==> src/rtl/core/olv_pkg.sv <==
`default_nettype none

package olv_pkg;

  localparam int unsigned LIST_DEPTH_DEF = 16;
  localparam int unsigned VALUE_W = 32;
  localparam int unsigned COUNT_W = 5;
  localparam int unsigned M_TDATA_W = 40;
  localparam int unsigned M_TUSER_W = 3;

  typedef enum logic [1:0] {
    REQ_APPEND = 2'd0,
    REQ_SEARCH = 2'd1,
    REQ_DELETE = 2'd2,
    REQ_POP    = 2'd3
  } req_e;

  typedef enum logic [1:0] {
    STAT_OK        = 2'd0,
    STAT_FULL      = 2'd1,
    STAT_NOT_FOUND = 2'd2,
    STAT_EMPTY     = 2'd3
  } stat_e;

  typedef enum logic [3:0] {
    ST_IDLE  = 4'b0001,
    ST_SCAN  = 4'b0010,
    ST_SHIFT = 4'b0100,
    ST_DONE  = 4'b1000
  } state_e;

  typedef struct packed {
    logic rot;
    logic shift;
    logic load;
  } cell_ctl_t;

endpackage

`default_nettype wire

==> src/rtl/core/olv_cell.sv <==
`default_nettype none

module olv_cell #(
  parameter int unsigned IDX = 0,
  parameter int unsigned IW  = 4
) (
  input  wire                            clk_i,
  input  olv_pkg::cell_ctl_t             ctl_i,
  input  wire [IW-1:0]                   pos_i,
  input  wire [olv_pkg::VALUE_W-1:0]     load_i,
  input  wire [olv_pkg::VALUE_W-1:0]     nxt_i,
  output logic [olv_pkg::VALUE_W-1:0]    data_o
);
  import olv_pkg::*;

  localparam logic [IW-1:0] MY_IDX = IW'(IDX);

  logic [VALUE_W-1:0] data_q;
  logic [VALUE_W-1:0] data_d;

  always_comb begin
    data_d = data_q;
    if (ctl_i.rot) begin
      data_d = nxt_i;
    end else if (ctl_i.shift && (MY_IDX >= pos_i)) begin
      data_d = nxt_i;
    end else if (ctl_i.load && (MY_IDX == pos_i)) begin
      data_d = load_i;
    end
  end

  always_ff @(posedge clk_i) begin
    data_q <= data_d;
  end

  assign data_o = data_q;

endmodule

`default_nettype wire

==> src/rtl/core/ordered_value_list.sv <==
// Channel | Dir | Group                    | Fields (low bit up)
// --------+-----+--------------------------+-------------------------------------------
// request | in  | s_tvalid/s_tready/tuser  | tuser: req_type[1:0]; tdata: value[31:0]
// result  | out | m_tvalid/m_tready/tuser  | tuser: status[1:0], found[2];
//         |     |                          | tdata: popped_value[31:0], entry_count[36:32]
//
// Append and pop go from acceptance straight to ST_DONE, which registers the result.
// Search and delete rotate the cell ring once in ST_SCAN; a delete that hits then
// passes ST_SHIFT, and both reach ST_DONE, which registers the result.
// One item is in work at a time; the next is taken once the result is registered.
// Reset clears the count and the handshake state; cell contents need no reset.
// A stalled result holds the block in its final state until taken.
`default_nettype none

module ordered_value_list #(
  parameter int unsigned LIST_DEPTH = olv_pkg::LIST_DEPTH_DEF
) (
  input  wire                             clk_i,
  input  wire                             rst_ni,
  input  wire                             s_tvalid_i,
  output logic                            s_tready_o,
  input  wire [olv_pkg::VALUE_W-1:0]      s_tdata_i,   // value[31:0]
  input  wire [1:0]                       s_tuser_i,   // req_type[1:0]
  output logic                            m_tvalid_o,
  input  wire                             m_tready_i,
  output logic [olv_pkg::M_TDATA_W-1:0]   m_tdata_o,   // popped_value[31:0], entry_count[36:32]
  output logic [olv_pkg::M_TUSER_W-1:0]   m_tuser_o    // status[1:0], found[2]
);
  import olv_pkg::*;

  localparam int unsigned IW = (LIST_DEPTH > 1) ? $clog2(LIST_DEPTH) : 1;
  localparam int unsigned CW = $clog2(LIST_DEPTH + 1);
  localparam logic [CW-1:0] DEPTH_C = CW'(LIST_DEPTH);
  localparam logic [IW-1:0] LAST_K = IW'(LIST_DEPTH - 1);

  logic [VALUE_W-1:0] cell_data [LIST_DEPTH];
  cell_ctl_t          ctl;
  logic [IW-1:0]      pos;

  state_e             state_q, state_d;
  logic [CW-1:0]      fill_q, fill_d;
  logic [IW-1:0]      k_q, k_d;
  logic [IW-1:0]      pos_q, pos_d;
  logic               found_q, found_d;
  req_e               req_q, req_d;
  logic [VALUE_W-1:0] val_q, val_d;
  stat_e              stat_q, stat_d;
  logic [VALUE_W-1:0] pop_q, pop_d;

  logic               m_valid_q, m_valid_d;
  logic [M_TDATA_W-1:0] m_data_q, m_data_d;
  logic [M_TUSER_W-1:0] m_user_q, m_user_d;

  logic               accept;
  logic               hit;
  req_e               s_req;

  assign s_req      = req_e'(s_tuser_i);
  assign s_tready_o = (state_q == ST_IDLE);
  assign accept     = s_tvalid_i && s_tready_o;
  assign hit        = (CW'(k_q) < fill_q) && (cell_data[0] == val_q) && !found_q;

  for (genvar i = 0; i < LIST_DEPTH; i++) begin : g_cell
    localparam int unsigned NXT = (i + 1) % LIST_DEPTH;
    olv_cell #(
      .IDX (i),
      .IW  (IW)
    ) u_cell (
      .clk_i  (clk_i),
      .ctl_i  (ctl),
      .pos_i  (pos),
      .load_i (s_tdata_i),
      .nxt_i  (cell_data[NXT]),
      .data_o (cell_data[i])
    );
  end

  always_comb begin
    ctl       = '0;
    pos       = pos_q;
    state_d   = state_q;
    fill_d    = fill_q;
    k_d       = k_q;
    pos_d     = pos_q;
    found_d   = found_q;
    req_d     = req_q;
    val_d     = val_q;
    stat_d    = stat_q;
    pop_d     = pop_q;
    m_valid_d = m_valid_q;
    m_data_d  = m_data_q;
    m_user_d  = m_user_q;

    if (m_valid_q && m_tready_i) begin
      m_valid_d = 1'b0;
    end

    unique case (state_q)
      ST_IDLE: begin
        if (accept) begin
          req_d   = s_req;
          val_d   = s_tdata_i;
          found_d = 1'b0;
          pop_d   = '0;
          stat_d  = STAT_OK;
          k_d     = '0;
          unique case (s_req)
            REQ_APPEND: begin
              if (fill_q < DEPTH_C) begin
                ctl.load = 1'b1;
                pos      = fill_q[IW-1:0];
                fill_d   = fill_q + CW'(1);
              end else begin
                stat_d = STAT_FULL;
              end
              state_d = ST_DONE;
            end
            REQ_POP: begin
              if (fill_q != '0) begin
                ctl.shift = 1'b1;
                pos       = '0;
                pop_d     = cell_data[0];
                fill_d    = fill_q - CW'(1);
              end else begin
                stat_d = STAT_EMPTY;
              end
              state_d = ST_DONE;
            end
            default: begin
              state_d = ST_SCAN;
            end
          endcase
        end
      end
      ST_SCAN: begin
        ctl.rot = 1'b1;
        if (hit) begin
          found_d = 1'b1;
          pos_d   = k_q;
        end
        k_d = k_q + IW'(1);
        if (k_q == LAST_K) begin
          if (!(found_q || hit)) begin
            stat_d  = STAT_NOT_FOUND;
            state_d = ST_DONE;
          end else if (req_q == REQ_DELETE) begin
            state_d = ST_SHIFT;
          end else begin
            state_d = ST_DONE;
          end
        end
      end
      ST_SHIFT: begin
        ctl.shift = 1'b1;
        fill_d    = fill_q - CW'(1);
        state_d   = ST_DONE;
      end
      ST_DONE: begin
        if (!m_valid_q || m_tready_i) begin
          m_valid_d = 1'b1;
          m_data_d  = {3'b000, COUNT_W'(fill_q), pop_q};
          m_user_d  = {found_q, stat_q};
          state_d   = ST_IDLE;
        end
      end
      default: begin
        state_d = ST_IDLE;
      end
    endcase
  end

  always_ff @(posedge clk_i or negedge rst_ni) begin
    if (!rst_ni) begin
      state_q   <= ST_IDLE;
      fill_q    <= '0;
      m_valid_q <= 1'b0;
    end else begin
      state_q   <= state_d;
      fill_q    <= fill_d;
      m_valid_q <= m_valid_d;
    end
  end

  always_ff @(posedge clk_i) begin
    k_q      <= k_d;
    pos_q    <= pos_d;
    found_q  <= found_d;
    req_q    <= req_d;
    val_q    <= val_d;
    stat_q   <= stat_d;
    pop_q    <= pop_d;
    m_data_q <= m_data_d;
    m_user_q <= m_user_d;
  end

  assign m_tvalid_o = m_valid_q;
  assign m_tdata_o  = m_data_q;
  assign m_tuser_o  = m_user_q;

endmodule

`default_nettype wire

==> config.mk <==
export PLATFORM = sky130hd
export DESIGN_NAME = ordered_value_list
export DESIGN_NICKNAME = d
export VERILOG_FILES = /design/src/rtl/core/olv_pkg.sv /design/src/rtl/core/olv_cell.sv /design/src/rtl/core/ordered_value_list.sv
export SDC_FILE = /design/constraint.sdc
export NUM_CORES = 1
export LEC_CHECK = 0
export BUFFER_PORTS_ARGS = -buffer_cell sky130_fd_sc_hd__buf_2
export CAP_MARGIN = 20
export CELL_PAD_IN_SITES_DETAIL_PLACEMENT = 1
export CELL_PAD_IN_SITES_GLOBAL_PLACEMENT = 1
export CORE_UTILIZATION = 49
export CTS_CLUSTER_DIAMETER = 40
export DETAILED_ROUTE_END_ITERATION = 10
export GPL_ROUTABILITY_DRIVEN = 0
export GPL_TIMING_DRIVEN = 0
export PLACE_DENSITY_LB_ADDON = 0.1
export SLEW_MARGIN = 20
export SYNTH_ARGS = -nofsm -noshare
export SYNTH_HDL_FRONTEND = slang
export SYNTH_SLANG_ARGS = --single-unit
export TNS_END_PERCENT = 10
==> constraint.sdc <==
create_clock -name clk_i -period 5.88 [get_ports clk_i]
set_clock_uncertainty 0.2 [all_clocks]
set_input_delay 1.176 -clock clk_i [delete_from_list [all_inputs] [get_ports clk_i]]
set_output_delay 1.176 -clock clk_i [all_outputs]
set_load 0.02 [all_outputs]
==> impl_metrics.csv <==
group,metric,value,unit
global_routing,globalRouteOverflowTotal,0,
cells_and_area,antenna_cells,0,
route,wire_per_inst,27.3,um
clocking,cts_tree,"built",
route,vias,14865,
clocking,post_cts_buffers,0,
place,numPortBuffers,79,
cells_and_area,final_core_util,59.9,%
timing,slew_headroom,22.5,%
timing,worst_pin_slew,1.15,ns
synth,synth-seq-cells,639,
synth,synth_top_flop_cell,"edfxtp_1",
pwr,power_frac_clock,36.8,%
setup_path,required,6.06,ns
pwr,p_seq_share,41.8,%
floorplanning,die_width,237,um
setup_path,cp_data_arrival_time,4.97,ns
setup_path,start_kind,"primary input",
setup_path,cp_max_fo,10,
setup_path,r2r_setup_slack,1.44,ns
clocking,cts_sinks,639,
route,antenna_left,0,
cells_and_area,syn2layout_area_growth,19.8,%
setup_path,path_class,"in2reg",
worst_hold_path,hold_depth,0,
pwr,switching_share,28.7,%
clocking,clk_pin_slew_worst_paths,0.05,ns
global_routing,grt_start_max_net_pins,41,
floorplanning,dieArea,0.0563,mm2
worst_hold_path,hold_path_end,"m_tdata_o[25]",
pwr,power,16.0,mW
global_routing,grt_pass1_wl,106,mm
place,dp_slack,0.448,ns
place,dp_hpwl,46.9,mm
route,drt-initial-drc-count,1156,
setup_path,rr_worst_depth,11,
floorplanning,die_y,237,um
synth,syn_inst,1593,
worst_hold_path,min_path_type,"reg2reg",
clocking,cts_resized,0,
setup_path,critPathCaptureType,"register",
pwr,comb_power_share,21.3,%
global_routing,grt_pass1_vias,16029,
floorplanning,ios,83,
timing,holdWs,0.207,ns
clocking,cts_made_buffers,97,
floorplanning,num_rows,85,
status,outcome,"finished clean",
synth,synth_seq_area_share,70.5,%
setup_path,reg2reg_from,"state_q[0]",
cells_and_area,final.fill_count,4808,
pwr,power_density,494,mW/mm2
synth,yosys_warnings,0,
timing,grt_setup_unrepaired,"false",
timing,final_max_slew_viol_count,0,
pwr,internal_power,11.4,mW
job,maxCapViolations,0,
cells_and_area,postLayoutCellArea,0.0325,mm2
timing,fin_ws,1.09,ns
synth,yosysUniqueCellTypes,61,
route,drc,0,
synth,synthArstFlopShare,1.56,%
global_routing,grtUsageTotal,25.7,%
timing,hold_viol,0,
place,placed_area,0.0291,mm2
cells_and_area,nNetsFinal,1852,
synth,synth-edff-count,629,
timing,layout_min_cycle_time,4.79,ns
cells_and_area,drive_gt1_share,39.8,%
synth,avgSynthCellArea,17.0,um2
setup_path,worstReg2RegEnd,"g_cell[13].u_cell.data_o[17]",
clocking,root_buffer,"clkbuf_16",
route,dr.pass1.iters,5,
timing,fmax,209,MHz
pwr,switching_power,4.61,mW
pwr,max-vdd-ir-drop,287,uV
floorplanning,initial_core_util,50.0,%
floorplanning,core,0.0542,mm2
route,finalWirelength,70.4,mm
global_routing,antenna_found_initial,2,
clocking,cts_buffer_depth,3,
pwr,p_leak,11.2,nW
clocking,cts_hold_buf,0,
synth,synthesis.area,0.0271,mm2
route,avgViaCountPerCell,5.76,
timing,fin_crit_sh,81.4,%
clocking,cts_max_level,3,
clocking,clock_latency,0.64,ns
timing,setup_viol,0,
worst_hold_path,hp-start,"pop_q[25]",
[layout by cell type (no fill, tap or decap), drive strengths merged, types with 4 or more instances in the layout]
| cell type | netlist | routed |
|---|---|---|
| a21o | 5 | 5 |
| dfrtp | 9 | 9 |
| nand3 | 7 | 7 |
| clkinv | 0 | 31 |
| o21ai | 16 | 16 |
| nor2 | 21 | 21 |
| a31oi | 6 | 6 |
| a21oi | 12 | 12 |
| nor4 | 4 | 4 |
| o211ai | 5 | 5 |
| inv | 13 | 24 |
| mux2 | 416 | 416 |
| buf | 55 | 166 |
| and2 | 35 | 35 |
| nor3 | 4 | 4 |
| o21bai | 5 | 5 |
| edfxtp | 629 | 629 |
| nand2b | 4 | 4 |
| nand2 | 141 | 141 |
| clkbuf | 48 | 156 |
| ha | 9 | 9 |
| bufinv | 0 | 13 |
| clkinvlp | 0 | 17 |
| o22ai | 4 | 4 |
| nand4 | 12 | 12 |
| xnor2 | 38 | 38 |
| o2bb2ai | 64 | 64 |
[Yosys cell counts (2+ instances only)]
library cell	instances	area (um2)
ha_1	9	113
buf_6	12	135
nor2_2	4	25.0
mux2_1	42	473
buf_2	30	150
buf_4	13	97.6
nand3_1	6	30.0
o21ai_1	2	10.0
a21o_1	5	37.5
nand3b_1	2	15.0
xnor2_1	38	333
inv_1	12	45.0
a22oi_4	2	42.5
o21a_1	2	15.0
nor4_2	2	25.0
o21bai_1	5	37.5
nand2_1	138	518
a22o_1	3	26.3
clkbuf_1	48	180
o22ai_1	4	25.0
nand2b_1	4	25.0
o211ai_1	5	37.5
nand4_1	12	75.1
a21boi_0	2	15.0
nor3_1	4	20.0
edfxtp_1	629	18900
nor4_1	2	12.5
and2_1	35	219
a31oi_1	3	18.8
dfrtp_1	9	225
or3_1	2	12.5
or2_2	3	18.8
a31oi_2	2	25.0
nand2_4	2	22.5
mux2_2	374	4210
o21ai_2	2	17.5
o2bb2ai_1	64	561
o21ai_0	11	55.1
nor2_1	17	63.8
a21oi_1	11	55.1
[state kept, by name, summed over array words and instances, names as in the netlist]
name and flops:
stat_q 2, req_q 2, k_q 4, found_q 1, m_tdata_o 37, pos_q 4, state_q 4, m_tvalid_o 1
val_q 32, pop_q 32, g_cell.u_cell.data_o 512, m_tuser_o 3, fill_q 5
[how the worst max path moves through the flow]
stage / from / endpoint / slack [ns] / cells after the start
after global routing: s_tuser_i[0] / g_cell[13].u_cell.data_o[17] / 0.95 / 14
after global placement: s_tvalid_i / g_cell[3].u_cell.data_o[17] / -4.84 / 7
final: s_tuser_i[0] / g_cell[13].u_cell.data_o[17] / 1.09 / 14
after detailed placement: s_tuser_i[0] / g_cell[10].u_cell.data_o[13] / 0.45 / 10
after floorplan: s_tvalid_i / g_cell[15].u_cell.data_o[0] / -0.61 / 6
after CTS: s_tuser_i[0] / g_cell[10].u_cell.data_o[18] / 1.12 / 10
[stage by stage]
stage | cells | TNS (ns)
2_1_floorplan | 1595 | -95.25
3_3_place_gp | 2370 | -1840.29
3_5_place_dp | 2402 | 0
4_1_cts | 2582 | 0
5_1_grt | 2582 | 0
6_report | 2582 | 0
[cells by family after synthesis]
kind of cell / synth area share, %
buf+inv: 2.25
flops: 70.5
mux: 17.3
simple gates: 4.23
compound gates: 4.02
other cells: 0.0138
xor+xnor: 1.26
fa+ha+maj: 0.415
[power groups by stage]
| stage | Sequential [mW] | Combinational, mW | Clock [mW] |
|---|---|---|---|
| final | 6.71 | 3.42 | 5.91 |
| after floorplan | 6.76 | 2.02 | 0 |
| after global placement | 6.89 | 3.03 | 0 |
| after CTS | 6.72 | 3.45 | 5.99 |
| after global routing | 6.80 | 3.63 | 6.17 |
| after detailed placement | 6.78 | 3.40 | 0 |
[layer usage]
layer	global-route usage, %	wire length (um)	vias up
met2	42.8	34600	387
li1	-	-	6588
met1	35.2	31200	7789
met5	0	0	-
met3	3.27	2970	101
met4	8.19	1660	0
[worst max-delay path, stage by stage]
cell and delay (ns):
buf_2 0.10, inv_1 0.04, ha_1 0.38, nand3b_1 0.27
nor2_2 0.36, a22o_1 0.45, a31o_2 0.21, buf_4 0.23
clkbuf_1 0.50, o211ai_1 0.38, buf_4 0.30, buf_4 0.19
buf_4 0.18, buf_4 0.18
[area by class of cell]
cell class                 count  area (um2)  area share (%)
clock inverter                72         847            2.61
sequential                   639       19100            58.9
timing repair buffer         111         947            2.91
clock buffer                 108        2530            7.79
multi-input combinational    840        7550            23.2
buffer                       103         563            1.73
inverter                      13        51.3           0.158
tap                          696         871            2.68
(Power assumes the default switching activity.)
